`config.mk`:
```
export PLATFORM = sky130hd
export DESIGN_NAME = cobs_frame_encoder
export DESIGN_NICKNAME = d
export VERILOG_FILES = /design/src/sv/cfe_pkg.sv /design/src/sv/cobs_frame_encoder.sv /design/src/sv/cfe_front.sv /design/src/sv/cfe_fifo.sv /design/src/sv/cfe_back.sv
export SDC_FILE = /design/constraint.sdc
export NUM_CORES = 1
export LEC_CHECK = 0
export BUFFER_PORTS_ARGS = -buffer_cell sky130_fd_sc_hd__buf_2
export CORE_MARGIN = 3
export CORE_UTILIZATION = 55
export DETAILED_ROUTE_END_ITERATION = 7
export PLACE_DENSITY = 0.74
export SLEW_MARGIN = 10
export SYNTH_ARGS = -nofsm -noshare
export SYNTH_HDL_FRONTEND = slang
export SYNTH_SLANG_ARGS = --single-unit
```
`constraint.sdc`:
```
create_clock -name clk -period 4.95 [get_ports clk]
set_input_delay 0.7425 -clock clk [delete_from_list [all_inputs] [get_ports clk]]
set_output_delay 0.7425 -clock clk [all_outputs]
set_load 0.03 [all_outputs]
```
`src/sv/cfe_pkg.sv`:
```
// ----------------------------------------------------------------------------
// cfe_pkg
// Shared types and constants for the COBS frame encoder.
// ----------------------------------------------------------------------------
package cfe_pkg;

    localparam int unsigned DEF_MAX_MESSAGE = 1024;
    localparam int unsigned ADDR_W          = 11;
    localparam int unsigned BYTE_W          = 8;
    localparam int unsigned FIFO_DEPTH      = 4;
    localparam int unsigned IN_DATA_W       = 8;
    localparam int unsigned OUT_DATA_W      = 32;

    localparam logic [BYTE_W-1:0] FULL_CODE = 8'hff;
    localparam logic [BYTE_W-1:0] FIRST_CODE = 8'h01;

    // One accepted item, classified: up to three writes in this order.
    typedef struct packed {
        logic              a_v;      // data byte write
        logic [ADDR_W-1:0] a_addr;
        logic [BYTE_W-1:0] a_byte;
        logic              b_v;      // code byte write-back (zero or full run)
        logic [ADDR_W-1:0] b_addr;
        logic [BYTE_W-1:0] b_code;
        logic              c_v;      // final write of the message
        logic [ADDR_W-1:0] c_addr;
        logic [BYTE_W-1:0] c_code;
        logic [ADDR_W-1:0] c_len;
        logic              c_ovf;
    } cmd_t;

    // One write request on the output side.
    typedef struct packed {
        logic [ADDR_W-1:0] addr;
        logic [BYTE_W-1:0] wbyte;
        logic              done;
        logic [ADDR_W-1:0] len;
        logic              ovf;
    } wr_t;

endpackage

```
`src/sv/cobs_frame_encoder.sv`:
```
// An item's first write request is registered in the command queue and then in
// the output stage before it is offered as valid.
// One item per cycle in while the command queue is not full; one write request
// per cycle out while the sink is ready. Items that cause two or three writes
// hold the back end until all are issued; a four-entry command queue absorbs the difference.
// Reset (rst_n low, asynchronous) clears block state, queue and output valid.
// ----------------------------------------------------------------------------
// cobs_frame_encoder
// COBS encoder that turns a byte stream into buffer write requests.
// ----------------------------------------------------------------------------
module cobs_frame_encoder #(
    parameter int unsigned MAX_MESSAGE = cfe_pkg::DEF_MAX_MESSAGE
) (
    input  logic                              clk,
    input  logic                              rst_n,
    // input stream
    input  logic                              s_tvalid,
    output logic                              s_tready,
    input  logic [cfe_pkg::IN_DATA_W-1:0]     s_tdata,   // [7:0] data_byte
    input  logic                              s_tuser,   // [0] has_byte
    input  logic                              s_tlast,   // last
    // write request stream
    output logic                              m_tvalid,
    input  logic                              m_tready,
    output logic [cfe_pkg::OUT_DATA_W-1:0]    m_tdata,   // [10:0] write_addr,
                                                          // [18:11] write_byte,
                                                          // [29:19] encoded_length,
                                                          // [30] overflow, [31] zero
    output logic                              m_tlast    // frame_done
);
    import cfe_pkg::*;

    logic accept;
    logic push;
    cmd_t cmd;
    logic q_full;
    logic q_pop;
    logic q_not_empty;
    cmd_t q_head;
    wr_t  req;

    // Front stalls only when the command queue is full.
    assign s_tready = !q_full;
    assign accept   = s_tvalid && s_tready;

    cfe_front #(
        .MAX_MESSAGE (MAX_MESSAGE)
    ) u_front (
        .clk       (clk),
        .rst_n     (rst_n),
        .accept    (accept),
        .has_byte  (s_tuser),
        .data_byte (s_tdata[7:0]),
        .last      (s_tlast),
        .push      (push),
        .cmd       (cmd)
    );

    cfe_fifo u_fifo (
        .clk       (clk),
        .rst_n     (rst_n),
        .push      (push),
        .push_data (cmd),
        .full      (q_full),
        .pop       (q_pop),
        .not_empty (q_not_empty),
        .head      (q_head)
    );

    cfe_back u_back (
        .clk         (clk),
        .rst_n       (rst_n),
        .q_not_empty (q_not_empty),
        .q_head      (q_head),
        .q_pop       (q_pop),
        .out_valid   (m_tvalid),
        .out_ready   (m_tready),
        .out_req     (req)
    );

    assign m_tdata = {1'b0, req.ovf, req.len, req.wbyte, req.addr};
    assign m_tlast = req.done;

endmodule

```
`src/sv/cfe_front.sv`:
```
// ----------------------------------------------------------------------------
// cfe_front
// Accepts raw bytes, tracks the COBS block state and emits one command
// per item that needs any writes.
// ----------------------------------------------------------------------------
module cfe_front #(
    parameter int unsigned MAX_MESSAGE = cfe_pkg::DEF_MAX_MESSAGE
) (
    input  logic                clk,
    input  logic                rst_n,
    input  logic                accept,
    input  logic                has_byte,
    input  logic [7:0]          data_byte,
    input  logic                last,
    output logic                push,
    output cfe_pkg::cmd_t       cmd
);
    import cfe_pkg::*;

    localparam int unsigned BT_W    = $clog2(MAX_MESSAGE + 1);
    localparam int unsigned POS_RAW = $clog2(MAX_MESSAGE + MAX_MESSAGE / 254 + 3);
    // never narrower than the write address
    localparam int unsigned POS_W   = (POS_RAW > ADDR_W) ? POS_RAW : ADDR_W;

    logic [POS_W-1:0]  next_pos_reg,    next_pos_next;
    logic [POS_W-1:0]  code_slot_reg,   code_slot_next;
    logic [BYTE_W-1:0] run_code_reg,    run_code_next;
    logic [BT_W-1:0]   bytes_taken_reg, bytes_taken_next;
    logic              dropped_reg,     dropped_next;

    always_comb
    begin
        next_pos_next    = next_pos_reg;
        code_slot_next   = code_slot_reg;
        run_code_next    = run_code_reg;
        bytes_taken_next = bytes_taken_reg;
        dropped_next     = dropped_reg;
        cmd              = '0;

        if (has_byte)
        begin
            if (bytes_taken_reg < BT_W'(MAX_MESSAGE))
            begin
                bytes_taken_next = bytes_taken_reg + BT_W'(1);
                if (data_byte == '0)
                begin
                    // zero ends the block: write back its code
                    cmd.b_v        = 1'b1;
                    cmd.b_addr     = code_slot_reg[ADDR_W-1:0];
                    cmd.b_code     = run_code_reg;
                    code_slot_next = next_pos_reg;
                    next_pos_next  = next_pos_reg + POS_W'(1);
                    run_code_next  = FIRST_CODE;
                end
                else
                begin
                    cmd.a_v       = 1'b1;
                    cmd.a_addr    = next_pos_reg[ADDR_W-1:0];
                    cmd.a_byte    = data_byte;
                    next_pos_next = next_pos_reg + POS_W'(1);
                    run_code_next = run_code_reg + BYTE_W'(1);
                    if (run_code_next == FULL_CODE)
                    begin
                        // run of 254 bytes: close with code 0xff
                        cmd.b_v        = 1'b1;
                        cmd.b_addr     = code_slot_reg[ADDR_W-1:0];
                        cmd.b_code     = FULL_CODE;
                        code_slot_next = next_pos_next;
                        next_pos_next  = next_pos_reg + POS_W'(2);
                        run_code_next  = FIRST_CODE;
                    end
                end
            end
            else
            begin
                dropped_next = 1'b1;
            end
        end

        if (last || !has_byte)
        begin
            cmd.c_v    = 1'b1;
            cmd.c_addr = code_slot_next[ADDR_W-1:0];
            cmd.c_code = run_code_next;
            cmd.c_len  = next_pos_next[ADDR_W-1:0];
            cmd.c_ovf  = dropped_next;

            next_pos_next    = POS_W'(1);
            code_slot_next   = '0;
            run_code_next    = FIRST_CODE;
            bytes_taken_next = '0;
            dropped_next     = 1'b0;
        end
    end

    assign push = accept && (cmd.a_v || cmd.b_v || cmd.c_v);

    always_ff @(posedge clk or negedge rst_n)
    begin
        if (!rst_n)
        begin
            next_pos_reg    <= POS_W'(1);
            code_slot_reg   <= '0;
            run_code_reg    <= FIRST_CODE;
            bytes_taken_reg <= '0;
            dropped_reg     <= 1'b0;
        end
        else if (accept)
        begin
            next_pos_reg    <= next_pos_next;
            code_slot_reg   <= code_slot_next;
            run_code_reg    <= run_code_next;
            bytes_taken_reg <= bytes_taken_next;
            dropped_reg     <= dropped_next;
        end
    end

endmodule

```
`src/sv/cfe_fifo.sv`:
```
// ----------------------------------------------------------------------------
// cfe_fifo
// Short command queue between the front and the back.
// ----------------------------------------------------------------------------
module cfe_fifo (
    input  logic           clk,
    input  logic           rst_n,
    input  logic           push,
    input  cfe_pkg::cmd_t  push_data,
    output logic           full,
    input  logic           pop,
    output logic           not_empty,
    output cfe_pkg::cmd_t  head
);
    import cfe_pkg::*;

    localparam int unsigned PTR_W = $clog2(FIFO_DEPTH);
    localparam int unsigned CNT_W = $clog2(FIFO_DEPTH + 1);

    cmd_t             mem [FIFO_DEPTH];
    logic [PTR_W-1:0] wr_ptr_reg, wr_ptr_next;
    logic [PTR_W-1:0] rd_ptr_reg, rd_ptr_next;
    logic [CNT_W-1:0] count_reg,  count_next;

    assign full      = (count_reg == CNT_W'(FIFO_DEPTH));
    assign not_empty = (count_reg != '0);
    assign head      = mem[rd_ptr_reg];

    always_comb
    begin
        wr_ptr_next = wr_ptr_reg;
        rd_ptr_next = rd_ptr_reg;
        count_next  = count_reg;
        if (push)
        begin
            wr_ptr_next = (wr_ptr_reg == PTR_W'(FIFO_DEPTH - 1)) ? '0 : wr_ptr_reg + PTR_W'(1);
        end
        if (pop)
        begin
            rd_ptr_next = (rd_ptr_reg == PTR_W'(FIFO_DEPTH - 1)) ? '0 : rd_ptr_reg + PTR_W'(1);
        end
        if (push && !pop)
        begin
            count_next = count_reg + CNT_W'(1);
        end
        else if (pop && !push)
        begin
            count_next = count_reg - CNT_W'(1);
        end
    end

    always_ff @(posedge clk)
    begin
        if (push)
        begin
            mem[wr_ptr_reg] <= push_data;
        end
    end

    always_ff @(posedge clk or negedge rst_n)
    begin
        if (!rst_n)
        begin
            wr_ptr_reg <= '0;
            rd_ptr_reg <= '0;
            count_reg  <= '0;
        end
        else
        begin
            wr_ptr_reg <= wr_ptr_next;
            rd_ptr_reg <= rd_ptr_next;
            count_reg  <= count_next;
        end
    end

endmodule

```
`src/sv/cfe_back.sv`:
```
// ----------------------------------------------------------------------------
// cfe_back
// Expands each queued command into one to three write requests, issued one
// per cycle while the output is not stalled, into a registered output stage.
// ----------------------------------------------------------------------------
module cfe_back (
    input  logic           clk,
    input  logic           rst_n,
    input  logic           q_not_empty,
    input  cfe_pkg::cmd_t  q_head,
    output logic           q_pop,
    output logic           out_valid,
    input  logic           out_ready,
    output cfe_pkg::wr_t   out_req
);
    import cfe_pkg::*;

    cmd_t       cur_reg,   cur_next;
    logic [2:0] pend_reg,  pend_next;
    logic       valid_reg, valid_next;
    wr_t        out_reg,   out_next;

    cmd_t       src;
    logic [2:0] src_pend;
    logic [2:0] rem;
    logic       from_q;
    logic       load;
    wr_t        pick;

    always_comb
    begin
        from_q   = (pend_reg == '0);
        src      = from_q ? q_head : cur_reg;
        src_pend = from_q ? ({q_head.c_v, q_head.b_v, q_head.a_v} & {3{q_not_empty}})
                          : pend_reg;
        load     = (src_pend != '0) && (!valid_reg || out_ready);
        q_pop    = load && from_q;

        // oldest pending write first: data, code write-back, final
        pick = '0;
        rem  = src_pend;
        if (src_pend[0])
        begin
            pick.addr  = src.a_addr;
            pick.wbyte = src.a_byte;
            rem[0]     = 1'b0;
        end
        else if (src_pend[1])
        begin
            pick.addr  = src.b_addr;
            pick.wbyte = src.b_code;
            rem[1]     = 1'b0;
        end
        else
        begin
            pick.addr  = src.c_addr;
            pick.wbyte = src.c_code;
            pick.done  = 1'b1;
            pick.len   = src.c_len;
            pick.ovf   = src.c_ovf;
            rem[2]     = 1'b0;
        end

        cur_next   = cur_reg;
        pend_next  = pend_reg;
        out_next   = out_reg;
        valid_next = valid_reg && !out_ready;
        if (load)
        begin
            cur_next   = src;
            pend_next  = rem;
            out_next   = pick;
            valid_next = 1'b1;
        end
    end

    assign out_valid = valid_reg;
    assign out_req   = out_reg;

    always_ff @(posedge clk)
    begin
        cur_reg <= cur_next;
        out_reg <= out_next;
    end

    always_ff @(posedge clk or negedge rst_n)
    begin
        if (!rst_n)
        begin
            pend_reg  <= '0;
            valid_reg <= 1'b0;
        end
        else
        begin
            pend_reg  <= pend_next;
            valid_reg <= valid_next;
        end
    end

endmodule

```
# == After elaboration in Yosys (flattened, before gate mapping) ==
# Memory sizes are Yosys's and may differ from the RTL's.
# Index checks and enable logic that the tools add are counted.
# op_classes
order_cmp,1
n_eq_ne,4
add_sub_neg,8
bitwise,1
reduce_logical,27
mux,41
# op_table
operator,count
$mux 11,13
$mux 40,2
$mux 71,1
$mux 20,3
$mux 8,5
$mux 19,2
$mux 32,1
$add 11x1->11 const B,2
$mux 13,1
$add 11x2->11 const B,1
$lt 11x11->1 const B,1
$mux 3,3
$add 8x1->8 const B,1
$eq 8x8->1 const B,1
$logic_not 8->1,1
$logic_and 1x1->1,7
$mux 1,7
$logic_not 1->1,6
$mux 2,3
$reduce_bool 2->1,3
$reduce_bool 3->1,2
$add 2x1->2 const B,2
$eq 2x2->1 const B,2
$logic_or 1x1->1,4
8 further kinds,8
# word_totals
reg_bits,155
output_inout_bits,35
mem_bits_rw,288
elab_cells,108
inputBits,14
n_memories,1
# mem_list
name,words,width,rd,rd_ports_with_merged_regs,write_ports,line_no,source
u_fifo.mem,4,72,1,0,1,cfe_fifo.sv:20,cmd_t mem [FIFO_DEPTH];

# == Depth between registers and ports, before layout ==
# logic_depth
depth_word,13
mapped_depth,13
ltp_nobuf,12

# == By module ==
# From an unflattened synthesis, not the netlist that was laid out.
# hier_totals
cells_unflattened,1315
area_unflattened_um2,19159.6
# modules_own_cells
mod,seq_area_each_um2,instances,area_each_um2,cells_each
cfe_fifo,8823.5,1,10809.1,413
cfe_back,3108.0,1,4919.7,450
cfe_front,1053.5,1,3409.5,448
cobs_frame_encoder,0.0,1,21.3,4

# == Worst setup path before layout ==
# No wires, ideal clock.
# synth_path
path_kind,register to register
from,register u_fifo.rd_ptr_reg[0]
to,register u_fifo.count_reg[1]
n_path_buf,1
t_required_ns,4.825
path_stages_with_launch,12
slack_ns,-0.296
setup_ns,0.125
period_less_slack_ns,5.246
arrival_ns,5.122
path_cell_list,dfrtp_1 -> buf_4 -> mux4_2 -> or2_1 -> a21o_1 -> o31a_1 -> and2_4 -> inv_1 -> ha_1 -> inv_1 -> fa_1 -> mux2_2
# synth_via
elab_chain_cells,9
word_cells_on_any_way,11
classes_between,2 x mux; 1 x bitwise; 7 x reduce/logical; 1 x memory
# synth_rtl
element,line_no,source
"start, declared",cfe_fifo.sv:22,"logic [PTR_W-1:0] rd_ptr_reg, rd_ptr_next;"
"start signal, assigned",cfe_fifo.sv:71,rd_ptr_reg <= rd_ptr_next;
$mem_v2 4x72,--,
$and 3x3->3,cfe_back.sv:34,"src_pend = from_q ? ({q_head.c_v, q_head.b_v, q_head.a_v} & {3{q_not_empty}})"
$mux 3,cfe_back.sv:34,
$reduce_bool 3->1,cfe_back.sv:36,load = (src_pend != '0) && (!valid_reg || out_ready);
$logic_and 1x1->1,cfe_back.sv:36,
named net u_back.load,cfe_back.sv:27,logic load;
$logic_and 1x1->1,cfe_back.sv:37,q_pop = load && from_q;
$logic_not 1->1,cfe_fifo.sv:42,if (push && !pop)
$logic_and 1x1->1,cfe_fifo.sv:42,
$mux 3,cfe_fifo.sv:42,
named net u_fifo.count_next[1],cfe_fifo.sv:23,"logic [CNT_W-1:0] count_reg, count_next;"
"end signal, assigned",cfe_fifo.sv:72,count_reg <= count_next;
"end, declared",cfe_fifo.sv:23,
# The timed path passes the listed nets, and every way through them passes these cells.
# A chain may end at the register's enable or synchronous reset.

==> key figures <==
Power
  – Leak pwr: 7.31 nW
  – Cell Pwr Density: ~630 nW/µm²
  – IR drop worst, VDD: around 0.33 mV

Synthesis
  – Sequential fraction of the synthesis area: 0.692
  – Most common cell in the synthesized netlist: edfxtp_1
  – Compound-Gate Fraction of Synth Area: 0.0525
  – Adder-cell share of the synthesized area: 0.00840
  – Post-Syn Area per Cell: between 15 and 20 µm²
  – Largest family of logic cells by synthesized area: multiplexers
  – Post-synthesis cell count: 1125
  – Post-synth top flop: edfxtp_1
  – Post-synth top area cell: edfxtp_1
  – Simple-gate share of the synthesized area: 0.0626
  – Synth top area cells: edfxtp_1 (62%), mux4_2 (8.6%), dfrtp_1 (6.7%), mux2_2 (6.7%), nor2_1 (1.1%)
  – Mapped Nets: roughly 1200
  – Top-area cell type share of the netlist area: 0.622
  – Ys Warns: 0
  – Number of synthesized flops with an enable pin: around 400
  – Mux share of post-synthesis cell area: 0.156
  – Synth Area in XOR/XNOR: 0.00887
  – Post-synthesis register bit count: about 440
  – Async SR Flop Fraction: 0.118
  – Post-Syn Area: roughly 19000 µm²
  – Synth top cells by count: edfxtp_1 (389), mux2_2 (111), mux4_2 (72)
  – Netlist cell types: a little over 70

Timing
  – Unrepaired setup endpoints after global routing: no
  – Max-slew violations: 0
  – Normalized max-slew margin: 0.310
  – Max Freq: ~0.27 GHz
  – Clock skew: 14.1 ps
  – Final hold violations: 0
  – Least-Margin Pin Slew: 1040 ps
  – Setup TNS: 0 ps
  – Final period utilization: 0.748
  – Crit path time final: approximately 3700 ps
  – Finish-stage setup viols: 0
  – Final worst setup slack: 1250 ps

Place
  – HPWL after DPL: ~23000 µm
  – IO buf count: 47
  – GP Congestion: between 0.8 and 0.9
  – Pre-CTS WS: between 1000 and 1500 ps

Detailed routing
  – Final wirelength: about 38000 µm
  – Via density: just over 6
  – Drt pass-1 iters: 5
  – Per-cell routed wire length: between 20 and 25 µm
  – DR iter-0 viols: 1090
  – # DRC: 0
  – DRT antenna net count: 0
  – DR vias: roughly 10000

Status
  – Outcome: completed

Die
  – Die Span X: 191 µm
  – Row cnt: 67
  – Initial Util: 0.558
  – Die Span Y: between 150 and 200 µm
  – DIE AREA: 36400 µm²
  – Core Box Area: 33600 µm²
  – I/O pins: 49

GRT
  – GRT Util Overall: 0.213
  – Largest net degree at the start of global routing: 63
  – Initial antenna violation count: 0
  – Grt total ovfl: 0
  – Number of global-route vias before repair: slightly above 10000
  – Global-route wire length before repair: a little under 60000 µm

Critical path
  – Critical Path RT: around 5300 ps
  – Crit start category: flip-flop
  – Max incr delay on CP: 790 ps
  – WP buf/inv: 0
  – CP top delay family: compound AO/OA/AOI/OAI gates
  – Crit path cell chain: ha_1 -> nand3_2 -> or3_4 -> a2111oi_4 -> mux2_2 -> or4_1 -> a21oi_1
  – Worst path slowest cell: a2111oi_4
  – CP max FO: 13
  – Worst Setup End Kind: flip-flop
  – Critical Path AT: around 4100 ps
  – Kind of critical path: flip-flop to flip-flop

Cells and area
  – Max reg flops: 288
  – Share of cells above drive strength 1: 0.288
  – Final #Nets: between 1000 and 1500
  – Area grow syn2layout: 11.7%
  – Ant. Diodes: 0
  – Fillers: about 2400

CTS
  – H-tree levels: 2
  – CTS Hold Buffers Added: 0
  – Post-cts resize count: 0
  – Clock-pin slew on the worst setup and hold paths: 60 ps
  – Num CTS Buffers: 44
  – Worst skew pair latency: 540 ps
  – CTS tree: done
  – Post-CTS Setup Bufs: 0
  – CTS root buf: clkbuf_16
  – CTS sink cnt: 441
  – CTS Buffer Depth: 3

Min path
  – Worst hold path class: input port to async pin

Job
  – Max Cap Viol: 0
==> per-layer routing <==
metal	vias up	wire length (µm)	track usage
li1	4503	-	-
met1	5310	16900	0.318
met2	345	18400	0.337
met3	62	2110	0.0290
met4	0	786	0.0550
met5	-	0	0
==> report_power, final <==
group	total [W]	internal, W	leakage, nW	switching [W]
logic	0.00408	0.00184	2.23	0.00224
registers	0.00588	0.00547	4.37	0.000407
clock network	0.00330	0.00196	0.705	0.00134
==> path summary, 6_finish.rpt <==
path	slack, ps	cells past startpoint	startpoint	to
max	1250	7	u_front.run_code_reg[0]$_DFFE_PN1P_	u_fifo.mem[2][11]$_DFFE_PP_
min	350	2	rst_n	u_front.bytes_taken_reg[7]$_DFFE_PN0P_
min reg2reg	500	2	u_front.dropped_reg$_DFFE_PN0P_	u_front.dropped_reg$_DFFE_PN0P_
max reg2reg	1250	7	u_front.run_code_reg[0]$_DFFE_PN1P_	u_fifo.mem[2][11]$_DFFE_PP_
min in group clk	500	2	u_front.dropped_reg$_DFFE_PN0P_	u_front.dropped_reg$_DFFE_PN0P_
max in group asynchronous	4030	2	rst_n	u_fifo.rd_ptr_reg[0]$_DFFE_PN0P_
==> cells in the final DEF (no fill, tap or decap), types with 12 or more instances in the layout <==
cell type,n
a21oi_1,35
and2_1,23
and3_1,17
buf_2,47
buf_4,28
clkbuf_1,12
clkbuf_16,45
dfrtp_1,48
edfxtp_1,389
inv_1,16
mux2_2,111
mux4_2,72
nand2_1,49
nand3_1,21
nor2_1,53
nor2b_1,15
o21ai_0,34
==> layout make-up <==
class                      count  area, µm²  share of cell area
clock inverter                20        205             0.00979
sequential                   441      13000               0.620
tap                          448        561              0.0267
inverter                      16       60.1             0.00287
multi-input combinational    597       5460               0.260
clock buffer                  62       1240              0.0592
timing repair buffer          75        445              0.0212
==> stage by stage <==
stage	cells	util	power, W	hold WS (ps)	instance area (µm²)
2_1_floorplan	1125	-	0.00888	447	18800
5_1_grt	1659	0.624	0.0139	416	21000
6_report	1659	0.624	0.0133	353	21000
3_5_place_dp	1577	0.581	0.0101	490	19500
3_3_place_gp	1577	0.581	0.00997	477	19500
4_1_cts	1659	0.624	0.0134	364	21000
==> cells by family after synthesis <==
group,after synthesis
DFF,441
and+or+nand+nor,231
muxes,188
AOI/OAI and AO/OA,146
buffers and inverters,87
xor gates and xnor gates,19
adders and majority gates,12
other,1
No activity file was read; power rests on OpenSTA's default activity.
